## src/rtl/apa_pkg.sv

```systemverilog
// Shared types and constants of the aging priority attention arbiter.
`timescale 1ns / 1ps

package apa_pkg;

   localparam int LEVEL_W  = 16;
   localparam int TIME_W   = 32;
   localparam int CLIENT_W = 2;
   localparam int MARGIN_W = LEVEL_W + 1;
   localparam int CSR_W    = 2;

   typedef enum logic [1:0] {
      CMD_REGISTER = 2'd0,
      CMD_SET      = 2'd1,
      CMD_UPDATE   = 2'd2,
      CMD_NOP      = 2'd3
   } cmd_type;

   localparam logic [CSR_W-1:0] CSR_DECAY_RATE = 2'd0;
   localparam logic [CSR_W-1:0] CSR_QUAL_RATE  = 2'd1;
   localparam logic [CSR_W-1:0] CSR_HOLD_MS    = 2'd2;

   // fold request into the running minimum
   typedef struct packed {
      logic                fold;
      logic                clear;
      logic [CLIENT_W-1:0] index;
      logic [LEVEL_W-1:0]  level;
      logic [LEVEL_W-1:0]  quality;
   } fold_ctl_type;

   typedef struct packed {
      logic                found;
      logic [CLIENT_W-1:0] index;
   } fold_status_type;

endpackage

```

## src/rtl/apa_sat_mul.sv

```systemverilog
// Shared saturating multiplier: elapsed time times an unsigned Q16.0 rate, registered.
`timescale 1ns / 1ps

module apa_sat_mul import apa_pkg::*; (
   input  logic               clock,
   input  logic               enable,
   input  logic [TIME_W-1:0]  elapsed,
   input  logic [LEVEL_W-1:0] rate,
   output logic [LEVEL_W-1:0] product
);

   logic [TIME_W+LEVEL_W-1:0] full_w;
   logic [LEVEL_W-1:0]        product_ff;
   logic [LEVEL_W-1:0]        product_in;

   assign full_w = (TIME_W + LEVEL_W)'(elapsed) * (TIME_W + LEVEL_W)'(rate);

   // saturate at the maximum level when any high bit is set
   assign product_in = (|full_w[TIME_W+LEVEL_W-1:LEVEL_W]) ? {LEVEL_W{1'b1}}
                                                          : full_w[LEVEL_W-1:0];

   always_ff @(posedge clock) begin
      if (enable) begin
         product_ff <= product_in;
      end
   end

   assign product = product_ff;

endmodule

```

## src/rtl/apa_fold.sv

```systemverilog
// Running minimum of quality minus level over the entries of a round with a nonzero level.
`timescale 1ns / 1ps

module apa_fold import apa_pkg::*; (
   input  logic            clock,
   input  logic            reset,
   input  fold_ctl_type    ctl,
   output fold_status_type status
);

   logic                       found_ff;
   logic                       found_in;
   logic [CLIENT_W-1:0]        index_ff;
   logic [CLIENT_W-1:0]        index_in;
   logic signed [MARGIN_W-1:0] margin_ff;
   logic signed [MARGIN_W-1:0] margin_in;
   logic signed [MARGIN_W-1:0] margin_w;

   assign margin_w = $signed({1'b0, ctl.quality}) - $signed({1'b0, ctl.level});

   always_comb begin
      found_in  = found_ff;
      index_in  = index_ff;
      margin_in = margin_ff;
      if (ctl.clear) begin
         found_in  = 1'b0;
         index_in  = '0;
         margin_in = '0;
      end else if (ctl.fold && (ctl.level != '0)) begin
         // strictly smaller only: earlier entry keeps a tie
         if (!found_ff || (margin_w < margin_ff)) begin
            found_in  = 1'b1;
            index_in  = ctl.index;
            margin_in = margin_w;
         end
      end
   end

   always_ff @(posedge clock) begin
      if (reset) begin
         found_ff  <= 1'b0;
         index_ff  <= '0;
         margin_ff <= '0;
      end else begin
         found_ff  <= found_in;
         index_ff  <= index_in;
         margin_ff <= margin_in;
      end
   end

   assign status.found = found_ff;
   assign status.index = index_ff;

endmodule

```

## src/rtl/aging_priority_attention_arbiter.sv

```systemverilog
// Top level of the aging priority attention arbiter: entry table, sequencer, ports.
`timescale 1ns / 1ps

// Usage:
//   Requests enter on the req_ ports, taken at a clock edge with start high and
//   busy low. Every request yields exactly one response, shown for one cycle
//   with rsp_valid high; the receiver cannot stall it.
//   Register, set and no-op requests answer in the cycle after acceptance.
//   An update to an unregistered or out-of-range entry is checked in the age
//   step and then answered. An update to a registered entry runs age, decay
//   multiply, quality multiply, apply, fold and respond. Decay and quality
//   multiply are separate steps because the one shared 32x16 saturating
//   multiplier is used once for the level decay and once for the quality
//   slew.
//   busy stays high from acceptance through the response cycle.
//   rsp_round_done marks an update with end_of_round; winner fields are zero
//   otherwise. The running minimum clears after each report.
//   csr_ writes set the decay rate, quality rate and hold time; csr_ready is
//   always high, writes are expected only while idle. Index 3 is ignored.
//   Synchronous reset empties the table, clears the running minimum and loads
//   the rate and hold defaults; the block is ready on the next cycle.

module aging_priority_attention_arbiter import apa_pkg::*; #(
   parameter int NUM_CLIENTS = 4
) (
   input  logic                clock,
   input  logic                reset,
   // request channel
   input  logic                start,
   output logic                busy,
   input  logic [1:0]          req_cmd,
   input  logic [CLIENT_W-1:0] req_client_index,
   input  logic [TIME_W-1:0]   req_now_ms,
   input  logic [LEVEL_W-1:0]  req_percent_value,
   input  logic [LEVEL_W-1:0]  req_ref_quality,
   input  logic                req_end_of_round,
   // response channel
   output logic                rsp_valid,
   output logic                rsp_round_done,
   output logic                rsp_winner_found,
   output logic [CLIENT_W-1:0] rsp_winner_index,
   // configuration
   input  logic                csr_valid,
   output logic                csr_ready,
   input  logic [CSR_W-1:0]    csr_index,
   input  logic [LEVEL_W-1:0]  csr_data
);

   localparam int IDX_W = $clog2(NUM_CLIENTS);

   typedef enum logic [5:0] {
      S_IDLE  = 6'b000001,
      S_AGE   = 6'b000010,
      S_DECAY = 6'b000100,
      S_QUAL  = 6'b001000,
      S_APPLY = 6'b010000,
      S_FOLD  = 6'b100000
   } state_type;

   // response cycle flag: R_SHOW for the one cycle the response is on the ports
   typedef enum logic [1:0] {
      R_OFF  = 2'b01,
      R_SHOW = 2'b10
   } resp_type;

   state_type state_ff, state_in;
   resp_type  resp_ff, resp_in;

   // configuration registers
   logic [LEVEL_W-1:0] decay_rate_ff;
   logic [LEVEL_W-1:0] qual_rate_ff;
   logic [LEVEL_W-1:0] hold_ms_ff;

   // entry table
   logic               entry_valid_ff [NUM_CLIENTS];
   logic [LEVEL_W-1:0] entry_level_ff [NUM_CLIENTS];
   logic [LEVEL_W-1:0] entry_qual_ff  [NUM_CLIENTS];
   logic [TIME_W-1:0]  entry_upd_ff   [NUM_CLIENTS];
   logic [TIME_W-1:0]  entry_req_ff   [NUM_CLIENTS];

   // latched request
   cmd_type             cmd_ff;
   logic [CLIENT_W-1:0] client_ff;
   logic [IDX_W-1:0]    idx_ff;
   logic                ok_ff;
   logic [TIME_W-1:0]   now_ff;
   logic [LEVEL_W-1:0]  pct_ff;
   logic [LEVEL_W-1:0]  ref_ff;
   logic                eor_ff;

   // aging working registers
   logic [TIME_W-1:0]  elapsed_ff;
   logic               decay_en_ff;
   logic [LEVEL_W-1:0] level_ff;
   logic [LEVEL_W-1:0] qual_ff;

   logic               accept;
   logic               cur_valid;
   logic [LEVEL_W-1:0] cur_level;
   logic [LEVEL_W-1:0] cur_qual;
   logic [TIME_W-1:0]  cur_upd;
   logic [TIME_W-1:0]  cur_req;
   logic [TIME_W-1:0]  since_req;
   logic               mul_en;
   logic [LEVEL_W-1:0] mul_rate;
   logic [LEVEL_W-1:0] step;
   logic [LEVEL_W:0]   qual_sum;
   logic [LEVEL_W-1:0] qual_new;
   logic               close;
   fold_ctl_type       fold_ctl;
   fold_status_type    fold_status;

   assign accept    = start && !busy;
   assign busy      = (state_ff != S_IDLE) || (resp_ff == R_SHOW);
   assign csr_ready = 1'b1;

   assign cur_valid = entry_valid_ff[idx_ff];
   assign cur_level = entry_level_ff[idx_ff];
   assign cur_qual  = entry_qual_ff[idx_ff];
   assign cur_upd   = entry_upd_ff[idx_ff];
   assign cur_req   = entry_req_ff[idx_ff];
   assign since_req = now_ff - cur_req;

   // ---------------------------------------------------------------- sequencer
   always_comb begin
      state_in = state_ff;
      resp_in  = R_OFF;
      unique case (state_ff)
         S_IDLE: begin
            if (resp_ff == R_OFF && accept) begin
               if (cmd_type'(req_cmd) == CMD_UPDATE) begin
                  state_in = S_AGE;
               end else begin
                  resp_in = R_SHOW;
               end
            end
         end
         S_AGE: begin
            // unregistered or out-of-range entry: nothing to age, answer at once
            if (ok_ff && cur_valid) begin
               state_in = S_DECAY;
            end else begin
               state_in = S_IDLE;
               resp_in  = R_SHOW;
            end
         end
         S_DECAY: state_in = S_QUAL;
         S_QUAL:  state_in = S_APPLY;
         S_APPLY: state_in = S_FOLD;
         S_FOLD: begin
            state_in = S_IDLE;
            resp_in  = R_SHOW;
         end
         default: state_in = S_IDLE;
      endcase
   end

   always_ff @(posedge clock) begin
      if (reset) begin
         state_ff <= S_IDLE;
         resp_ff  <= R_OFF;
      end else begin
         state_ff <= state_in;
         resp_ff  <= resp_in;
      end
   end

   // ---------------------------------------------------------------- config
   always_ff @(posedge clock) begin
      if (reset) begin
         decay_rate_ff <= LEVEL_W'(33);
         qual_rate_ff  <= LEVEL_W'(33);
         hold_ms_ff    <= LEVEL_W'(500);
      end else if (csr_valid && csr_ready) begin
         unique case (csr_index)
            CSR_DECAY_RATE: decay_rate_ff <= csr_data;
            CSR_QUAL_RATE:  qual_rate_ff  <= csr_data;
            CSR_HOLD_MS:    hold_ms_ff    <= csr_data;
            default: ;
         endcase
      end
   end

   // ---------------------------------------------------------------- request latch
   always_ff @(posedge clock) begin
      if (accept) begin
         cmd_ff    <= cmd_type'(req_cmd);
         client_ff <= req_client_index;
         idx_ff    <= IDX_W'(req_client_index);
         ok_ff     <= (32'(req_client_index) < NUM_CLIENTS);
         now_ff    <= req_now_ms;
         pct_ff    <= req_percent_value;
         ref_ff    <= req_ref_quality;
         eor_ff    <= req_end_of_round;
      end
   end

   // ---------------------------------------------------------------- shared multiplier
   assign mul_en   = (state_ff == S_DECAY) || (state_ff == S_QUAL);
   assign mul_rate = (state_ff == S_DECAY) ? decay_rate_ff : qual_rate_ff;

   apa_sat_mul u_mul (
      .clock   (clock),
      .enable  (mul_en),
      .elapsed (elapsed_ff),
      .rate    (mul_rate),
      .product (step)
   );

   // quality slew toward the reference; a move in either direction may overshoot it
   assign qual_sum = {1'b0, qual_ff} + {1'b0, step};
   always_comb begin
      if (qual_ff > ref_ff) begin
         qual_new = (step >= qual_ff) ? '0 : qual_ff - step;
      end else if (qual_ff < ref_ff) begin
         qual_new = qual_sum[LEVEL_W] ? {LEVEL_W{1'b1}} : qual_sum[LEVEL_W-1:0];
      end else begin
         qual_new = qual_ff;
      end
   end

   // ---------------------------------------------------------------- aging datapath
   always_ff @(posedge clock) begin
      case (state_ff)
         S_AGE: begin
            elapsed_ff  <= now_ff - cur_upd;
            decay_en_ff <= since_req > TIME_W'(hold_ms_ff);
            level_ff    <= cur_level;
            qual_ff     <= cur_qual;
         end
         S_QUAL: begin
            // step holds the decay product here
            if (decay_en_ff) begin
               level_ff <= (step >= level_ff) ? '0 : level_ff - step;
            end
         end
         S_APPLY: qual_ff <= qual_new;
         default: ;
      endcase
   end

   // ---------------------------------------------------------------- entry table
   always_ff @(posedge clock) begin
      if (reset) begin
         for (int i = 0; i < NUM_CLIENTS; i++) begin
            entry_valid_ff[i] <= 1'b0;
         end
      end else if (resp_ff == R_SHOW && cmd_ff == CMD_REGISTER && ok_ff) begin
         entry_valid_ff[idx_ff] <= 1'b1;
      end
   end

   always_ff @(posedge clock) begin
      if (state_ff == S_FOLD) begin
         entry_level_ff[idx_ff] <= level_ff;
         entry_qual_ff[idx_ff]  <= qual_ff;
         entry_upd_ff[idx_ff]   <= now_ff;
      end else if (resp_ff == R_SHOW && ok_ff) begin
         if (cmd_ff == CMD_REGISTER) begin
            entry_level_ff[idx_ff] <= '0;
            entry_qual_ff[idx_ff]  <= ref_ff;
            entry_upd_ff[idx_ff]   <= now_ff;
            entry_req_ff[idx_ff]   <= now_ff;
         end else if (cmd_ff == CMD_SET && cur_valid && pct_ff >= cur_level) begin
            entry_level_ff[idx_ff] <= pct_ff;
            entry_req_ff[idx_ff]   <= now_ff;
         end
      end
   end

   // ---------------------------------------------------------------- running minimum
   assign close = (resp_ff == R_SHOW) && (cmd_ff == CMD_UPDATE) && eor_ff;

   assign fold_ctl.fold    = (state_ff == S_FOLD);
   assign fold_ctl.clear   = close;
   assign fold_ctl.index   = client_ff;
   assign fold_ctl.level   = level_ff;
   assign fold_ctl.quality = qual_ff;

   apa_fold u_fold (
      .clock  (clock),
      .reset  (reset),
      .ctl    (fold_ctl),
      .status (fold_status)
   );

   // ---------------------------------------------------------------- response
   assign rsp_valid        = (resp_ff == R_SHOW);
   assign rsp_round_done   = close;
   assign rsp_winner_found = close && fold_status.found;
   assign rsp_winner_index = (close && fold_status.found) ? fold_status.index : '0;

   // ---------------------------------------------------------------- checks
   a_accept_busy: assert property (@(posedge clock) disable iff (reset)
      accept |=> busy)
      else $error("accepted request did not raise busy");

   a_resp_release: assert property (@(posedge clock) disable iff (reset)
      rsp_valid |=> !busy)
      else $error("busy held after response");

   a_winner_round: assert property (@(posedge clock) disable iff (reset)
      rsp_winner_found |-> (rsp_round_done && rsp_valid))
      else $error("winner reported outside a round close");

   a_fold_no_clear: assert property (@(posedge clock) disable iff (reset)
      fold_ctl.fold |-> !fold_ctl.clear && !rsp_valid)
      else $error("fold overlaps a report");

endmodule
```

## config.mk

```make
export PLATFORM = sky130hd
export DESIGN_NAME = aging_priority_attention_arbiter
export DESIGN_NICKNAME = d
export VERILOG_FILES = /design/src/rtl/apa_pkg.sv /design/src/rtl/apa_sat_mul.sv /design/src/rtl/apa_fold.sv /design/src/rtl/aging_priority_attention_arbiter.sv
export SDC_FILE = /design/constraint.sdc
export NUM_CORES = 2
export LEC_CHECK = 0
export BUFFER_PORTS_ARGS = -buffer_cell sky130_fd_sc_hd__buf_2
export CORE_MARGIN = 3
export CORE_UTILIZATION = 40
export CTS_CLUSTER_SIZE = 30
export DETAILED_ROUTE_END_ITERATION = 7
export PLACE_DENSITY = 0.64
export SLEW_MARGIN = 20
export SYNTH_ARGS = -nofsm -noshare
export SYNTH_HDL_FRONTEND = slang
export SYNTH_SLANG_ARGS = --single-unit
```

## constraint.sdc

```tcl
create_clock -name clock -period 7.9 [get_ports clock]
set_input_delay 2.37 -clock clock [delete_from_list [all_inputs] [get_ports clock]]
set_output_delay 2.37 -clock clock [all_outputs]
set_load 0.005 [all_outputs]
```

== After elaboration in Yosys (flattened, before gate mapping) ==
Memories as Yosys holds them, arrays and structs flattened. A register that Yosys moved wholly into a read port is not among the register bits.
Cells that the tools add are included.

* Register bits: 226
* RAM bits: 388
* Output and inout port bits: 7
* Memories kept: 5
* Input port bits: 91

* $mul: 1
* Bitwise gates (word level): 5
* Reductions and logical operators: 29
* Equal/unequal tests: 18
* Muxes and demuxes: 47
* Order comparisons: 7
* Add/sub/neg operators: 6

{| class="wikitable"
|+ Memories
! memory !! words !! width !! read ports !! clocked after memory_dff !! wr ports !! RTL line !! text
|-
| entry_req_ff || 4 || 32 || 1 || 1 || 1 || aging_priority_attention_arbiter.sv:79 || <nowiki>logic [TIME_W-1:0] entry_req_ff [NUM_CLIENTS];</nowiki>
|-
| entry_upd_ff || 4 || 32 || 1 || 1 || 1 || aging_priority_attention_arbiter.sv:78 || <nowiki>logic [TIME_W-1:0] entry_upd_ff [NUM_CLIENTS];</nowiki>
|-
| entry_level_ff || 4 || 16 || 1 || 1 || 1 || aging_priority_attention_arbiter.sv:76 || <nowiki>logic [LEVEL_W-1:0] entry_level_ff [NUM_CLIENTS];</nowiki>
|-
| entry_qual_ff || 4 || 16 || 1 || 1 || 1 || aging_priority_attention_arbiter.sv:77 || <nowiki>logic [LEVEL_W-1:0] entry_qual_ff [NUM_CLIENTS];</nowiki>
|-
| entry_valid_ff || 4 || 1 || 1 || 1 || 4 || aging_priority_attention_arbiter.sv:75 || <nowiki>logic entry_valid_ff [NUM_CLIENTS];</nowiki>
|}

{| class="wikitable"
|+ Operator list
! kind !! count
|-
| two-way mux 16 bit || 10
|-
| two-way mux 32 bit || 2
|-
| one-hot mux 16 bit (2 select lines) || 2
|-
| subtractor 32 bit || 2
|-
| >= comparator 16 bit || 3
|-
| multiplier 32 x 16 -> 48 bit || 1
|-
| greater-than comparator 32 x 16 -> 1 bit || 1
|-
| OR reduction 32 bit || 1
|-
| subtractor 16 bit || 2
|-
| one-hot mux 6 bit (5 select lines) || 1
|-
| two-way mux 2 bit || 10
|-
| two-way mux 1 bit || 18
|-
| adder 16 x 16 -> 17 bit || 1
|-
| less-than comparator 17 bit || 1
|-
| subtractor 16 x 16 -> 17 bit || 1
|-
| greater-than comparator 16 bit || 1
|-
| less-than comparator 16 bit || 1
|-
| nonzero test 16 bit || 1
|-
| AND reduction 2 bit || 7
|-
| two-way mux 6 bit || 2
|-
| logical AND 1 bit || 9
|-
| equality test 2 bit, second input constant || 4
|-
| equality test 2 x 1 -> 1 bit, second input constant || 3
|-
| equality test 6 x 1 -> 1 bit, second input constant || 1
|-
| 17 further kinds || 28
|}

== Longest topological paths before layout ==
* Word-level depth: 9
* Gate-level depth with buffers: 31
* Depth with buffers taken out: 28

== Cells and area by module ==
Synthesis repeated with hierarchy kept, for this count alone.

* Cell total of the unflattened synthesis: 4,253
* Area, all modules: 47,257.8 um2

{| class="wikitable"
|+ Modules (own cells, without submodules)
! module !! cells each !! instances !! area an instance (um2) !! seq. area each (um2)
|-
| aging_priority_attention_arbiter || 2,148 || 1 || 28,509.8 || 16,836.1
|-
| apa_sat_mul || 1,833 || 1 || 16,696.0 || 480.5
|-
| apa_fold || 272 || 1 || 2,052.0 || 400.4
|}

== Worst setup path before layout ==
No wires, ideal clock.

* Kind: flip-flop to flip-flop
* From: reg state_ff[0]
* To: reg u_mul.product_ff[5] (netlist: u_mul.product[5]) (data pin)
* Stages on the path, launching flop included: 32
* Setup time: 0.257 ns
* Buffers on the path: 4
* Slack: -0.564 ns
* Data arrival time: 8.207 ns
* Path through: dfxtp_1 > nor4_1 > nand3b_1 > clkbuf_1 > buf_1 > mux2_2 > clkbuf_1 > nand2_1 > fa_1 > inv_1 > fa_1 > inv_1 > fa_1 > inv_1 > fa_1 > fa_1 > inv_1 > fa_1 > inv_1 > ha_1 > o21ai_0 > a211oi_1 > nand2_1 > a2111oi_1 > a2111oi_4 > o21bai_1 > xor2_1 > a311oi_1 > or4b_1 > nor4_4 > buf_6 > nand2_1

* Word-level cells in the longest chain between the ends: 4

{| class="wikitable"
|+ RTL lines
! what !! RTL line !! text
|-
| start: declaration || aging_priority_attention_arbiter.sv:66 || <nowiki>state_type state_ff, state_in;</nowiki>
|-
| start signal: assignment || aging_priority_attention_arbiter.sv:163 || <nowiki>state_ff <= state_in;</nowiki>
|-
| equality test 6 x 3 -> 1 bit * || aging_priority_attention_arbiter.sv:200 || <nowiki>assign mul_rate = (state_ff == S_DECAY) ? decay_rate_ff : qual_rate_ff;</nowiki>
|-
| two-way mux 16 bit * || aging_priority_attention_arbiter.sv:200 ||
|-
| multiplier 32 x 16 -> 48 bit * || apa_sat_mul.sv:16 || <nowiki>assign full_w = (TIME_W + LEVEL_W)'(elapsed) * (TIME_W + LEVEL_W)'(rate);</nowiki>
|-
| OR reduction 32 bit || apa_sat_mul.sv:19 || <nowiki>assign product_in = (|full_w[TIME_W+LEVEL_W-1:LEVEL_W]) ? {LEVEL_W{1'b1}}</nowiki>
|-
| end signal: assignment || apa_sat_mul.sv:24 || <nowiki>product_ff <= product_in;</nowiki>
|-
| end: declaration || apa_sat_mul.sv:13 || <nowiki>logic [LEVEL_W-1:0] product_ff;</nowiki>
|}

Every way passes the cells marked *; elsewhere a longest branch is shown, timed or not.
A chain may end at the register's enable or synchronous reset.

== Worst setup path in the final report ==
Ends and elaborated chain as after synthesis.

==> reports/qor.csv <==
stage;metric;value;unit
run_status;status;finished, violations left;
run_status;violations;setup timing;
die;core_area;115000;um2
worst_setup_path;endpoint_kind;flip-flop;
grt;grt_pass1_vias;33600;
yosys;syn_area_per_cell;11.2;um2
final_layout;drive_gt1_share;15.8;%
sta;rsz0062_at_grt;true;
sta;finalCritPeriodShare;103;%
yosys;synth_area;46300;um2
worst_setup_path;reg2reg_from;state_ff[0];
sta;skew;0.0218;ns
clock_tree;cts_tree;done;
clock_tree;clockBufferDepth;3;
worst_hold_path;min-delay-path-class;reg -> reg;
die;io-pin-count;98;
drt;detail_route.first_pass.iterations;5;
yosys;synth_fp_nets;4939;
drt;routed_wl;116000;um
power;ir_worst_vdd;0.217;mV
worst_setup_path;critPathMaxStageDelay;0.60;ns
die;die_y;346;um
yosys;synth-seq-area-share;38.3;%
final_layout;diodes;0;
yosys;synth_edf_count;538;
grt;grt_max_degree;49;
sta;fin_tns_setup;-3.65;ns
clock_tree;clockRootBuffer;clkbuf_16;
final_layout;num-fill-cells;10600;
placement;place.gp.congestion;0.917;
worst_setup_path;cp_common_cell;fa_1;
final_layout;final_common_cell;edfxtp_1;
worst_setup_path;startpoint_type;flip-flop;
power;p_leak;20.4;nW
placement;dp.cells;5818;
final_layout;fin_cells;5937;
die;start_util;40.4;%
placement;place_area;50400;um2
drt;routed_via_density;5.36;
worst_setup_path;startpoint;state_ff[0];
clock_tree;cts_buffers;58;
final_layout;mostFrequentLayoutCells;538 x edfxtp_1, 527 x nand2_1, 513 x inv_1;
final_layout;final_util;45.9;%
final_layout;syn_to_final_growth;13.6;%
final_layout;finalNetCount;5201;
final_layout;stdcell_area;52600;um2
placement;pre_cts_slack;-0.419;ns
clock_tree;ctsHtreeMaxLevel;2;
drt;ant_nets;0;
drt;via_count;31800;
worst_setup_path;crit_arrival;8.53;ns
sta;finalHoldViolCount;0;
sta;worstMarginPinSlew;1.38;ns
placement;dp_hpwl;89500;um
yosys;synth_cells;4114;
worst_setup_path;critical_path_class;reg -> reg;
sta;max-slew-margin-rel;5.48;%
drt;drtIter0Drc;2354;
drt;wl_per_cell;19.6;um
yosys;synth_top_flop_cell;edfxtp_1;
drt;drc;0;
die;placementRows;124;
die;die-area;120000;um2
die;fp.dieW;346;um
worst_setup_path;slowest_stage;fa_2;
sta;min_period;8.14;ns
sta;clock.fmax;123;MHz
grt;grt_pass1_wl;187000;um
clock_tree;clk_pin_slew;0.07;ns
grt;antenna_found_initial;2;
placement;io_buffer_count;96;
clock_tree;clkSinkCount;616;
worst_hold_path;hold_start;decay_rate_ff[15];
yosys;yosys.area.top_type;edfxtp_1;
yosys;async_flop_share;0;%
sta;setup_viol_count_final;16;
yosys;yosys.cell_types.count;88;
grt;track_usage;19.6;%
sta;worst_slack;-0.239;ns
yosys;synth_area_leaders;edfxtp_1 35%, fa_1 18%, ha_1 8.4%, mux4_2 4.7%, nand2_1 4.3%;
yosys;synth_top_area_share;34.9;%
run;drv_cap;0;
grt;grt_overflow;0;
clock_tree;hold_buffers;0;
sta;finalMaxSlewViolations;0;
worst_setup_path;cp_max_fo;20;
yosys;synth_seq_cells;616;
worst_setup_path;worstPathRequired;8.29;ns
yosys;ys_warn_count;0;
power;p_per_area;187;nW/um2
clock_tree;clk_latency;0.64;ns
-- sequential cells by signal, indices dropped and copies added (netlist names), 17 cells and up, named ones only --
name / count
now_ff: 32
elapsed_ff: 32
entry_level_ff: 64
entry_qual_ff: 64
entry_req_ff: 128
entry_upd_ff: 128
u_fold.margin_ff: 17
-- worst max-delay path, delay by kind of cell, from the launching register on --
kind,cells,cell delay [ns]
compound gates,4,0.64
xor+xnor,1,0.11
fa+ha+maj,7,3.36
buf+inv,6,0.82
flops,1,0.33
mux,1,0.37
simple gates,9,2.20
-- layout make-up --
cell class | count | area (um2) | share of cell area (%)
Timing Repair Buffer | 364 | 2620 | 4.99
Clock buffer | 74 | 1560 | 2.96
Multi-Input combinational cell | 2822 | 26500 | 50.4
Sequential cell | 616 | 17700 | 33.7
Inverter | 514 | 1930 | 3.67
Clock inverter | 35 | 368 | 0.700
Tap cell | 1512 | 1890 | 3.60
-- where the power goes --
| group | internal (mW) | total [mW] | switching (mW) |
|---|---|---|---|
| Clock | 1.57 | 2.82 | 1.25 |
| Sequential | 3.61 | 3.69 | 0.0846 |
| Combinational | 1.57 | 3.32 | 1.76 |
-- cell usage after synthesis, types with 6 or more instances --
cell type,instances
a2111oi_0,10
a211oi_1,18
a21boi_0,6
a21o_1,57
a21oi_1,200
a221o_1,10
a31oi_1,22
and2_1,237
and3_1,19
buf_1,15
clkbuf_1,147
dfxtp_1,78
edfxtp_1,538
fa_1,424
ha_1,310
inv_1,514
mux2_2,49
mux2i_1,20
mux4_2,97
nand2_1,532
nand2b_1,29
nand3_1,32
nand3b_1,9
nand4_1,29
nor2_1,158
nor2b_1,29
nor3_1,56
nor4_1,15
o211ai_1,22
o21a_1,17
o21ai_0,119
o21bai_1,29
o221ai_1,7
o22ai_1,10
o31ai_1,10
or2_2,10
or3_1,17
xnor2_1,73
xor2_1,37
-- per-layer routing --
| metal | global-route usage, % | vias up | wire [um] |
|---|---|---|---|
| met4 | 4.56 | 0 | 2440 |
| li1 | - | 14700 | - |
| met5 | 0 | - | 0 |
| met2 | 33.8 | 875 | 56500 |
| met1 | 26.7 | 16100 | 51100 |
| met3 | 2.09 | 164 | 6270 |
-- path summary, 6_finish.rpt --
kind | slack [ns] | to | cells past startpoint
worst max register to register | -0.24 | u_mul.product[5] | 28
worst min register to register | 0.46 | decay_rate_ff[15] | 2
worst min-delay path | 0.46 | decay_rate_ff[15] | 2
worst max-delay path | -0.24 | u_mul.product[5] | 28
-- stage by stage --
| stage | hold WS, ns | power [mW] |
|---|---|---|
| floorplan | 0.433 | 5.84 |
| finish | 0.458 | 9.84 |
| detailed placement | 0.447 | 7.02 |
| CTS | 0.458 | 9.88 |
| global route | 0.484 | 10.4 |
| global placement | 0.441 | 7.00 |
-- timing repair --
item,CTS,global route
buffers inserted,5,1
gates cloned,2,2
gates resized for setup,20,24
endpoints found under the setup margin,16,16
pin swaps,6,2
-- kinds of logic (layout without fill, tap and decap cells) --
logic type | count (synthesis) | count (layout) | synth area share, %
simple gates | 1196 | 1196 | 12.4
fa+ha+maj | 734 | 734 | 26.7
buf+inv | 680 | 987 | 5.55
flops | 616 | 616 | 38.3
compound gates | 611 | 611 | 8.60
mux | 166 | 170 | 6.35
xor+xnor | 110 | 110 | 2.08
other cells | 1 | 1 | 0.00811
No activity file was read; power rests on OpenSTA's default activity.
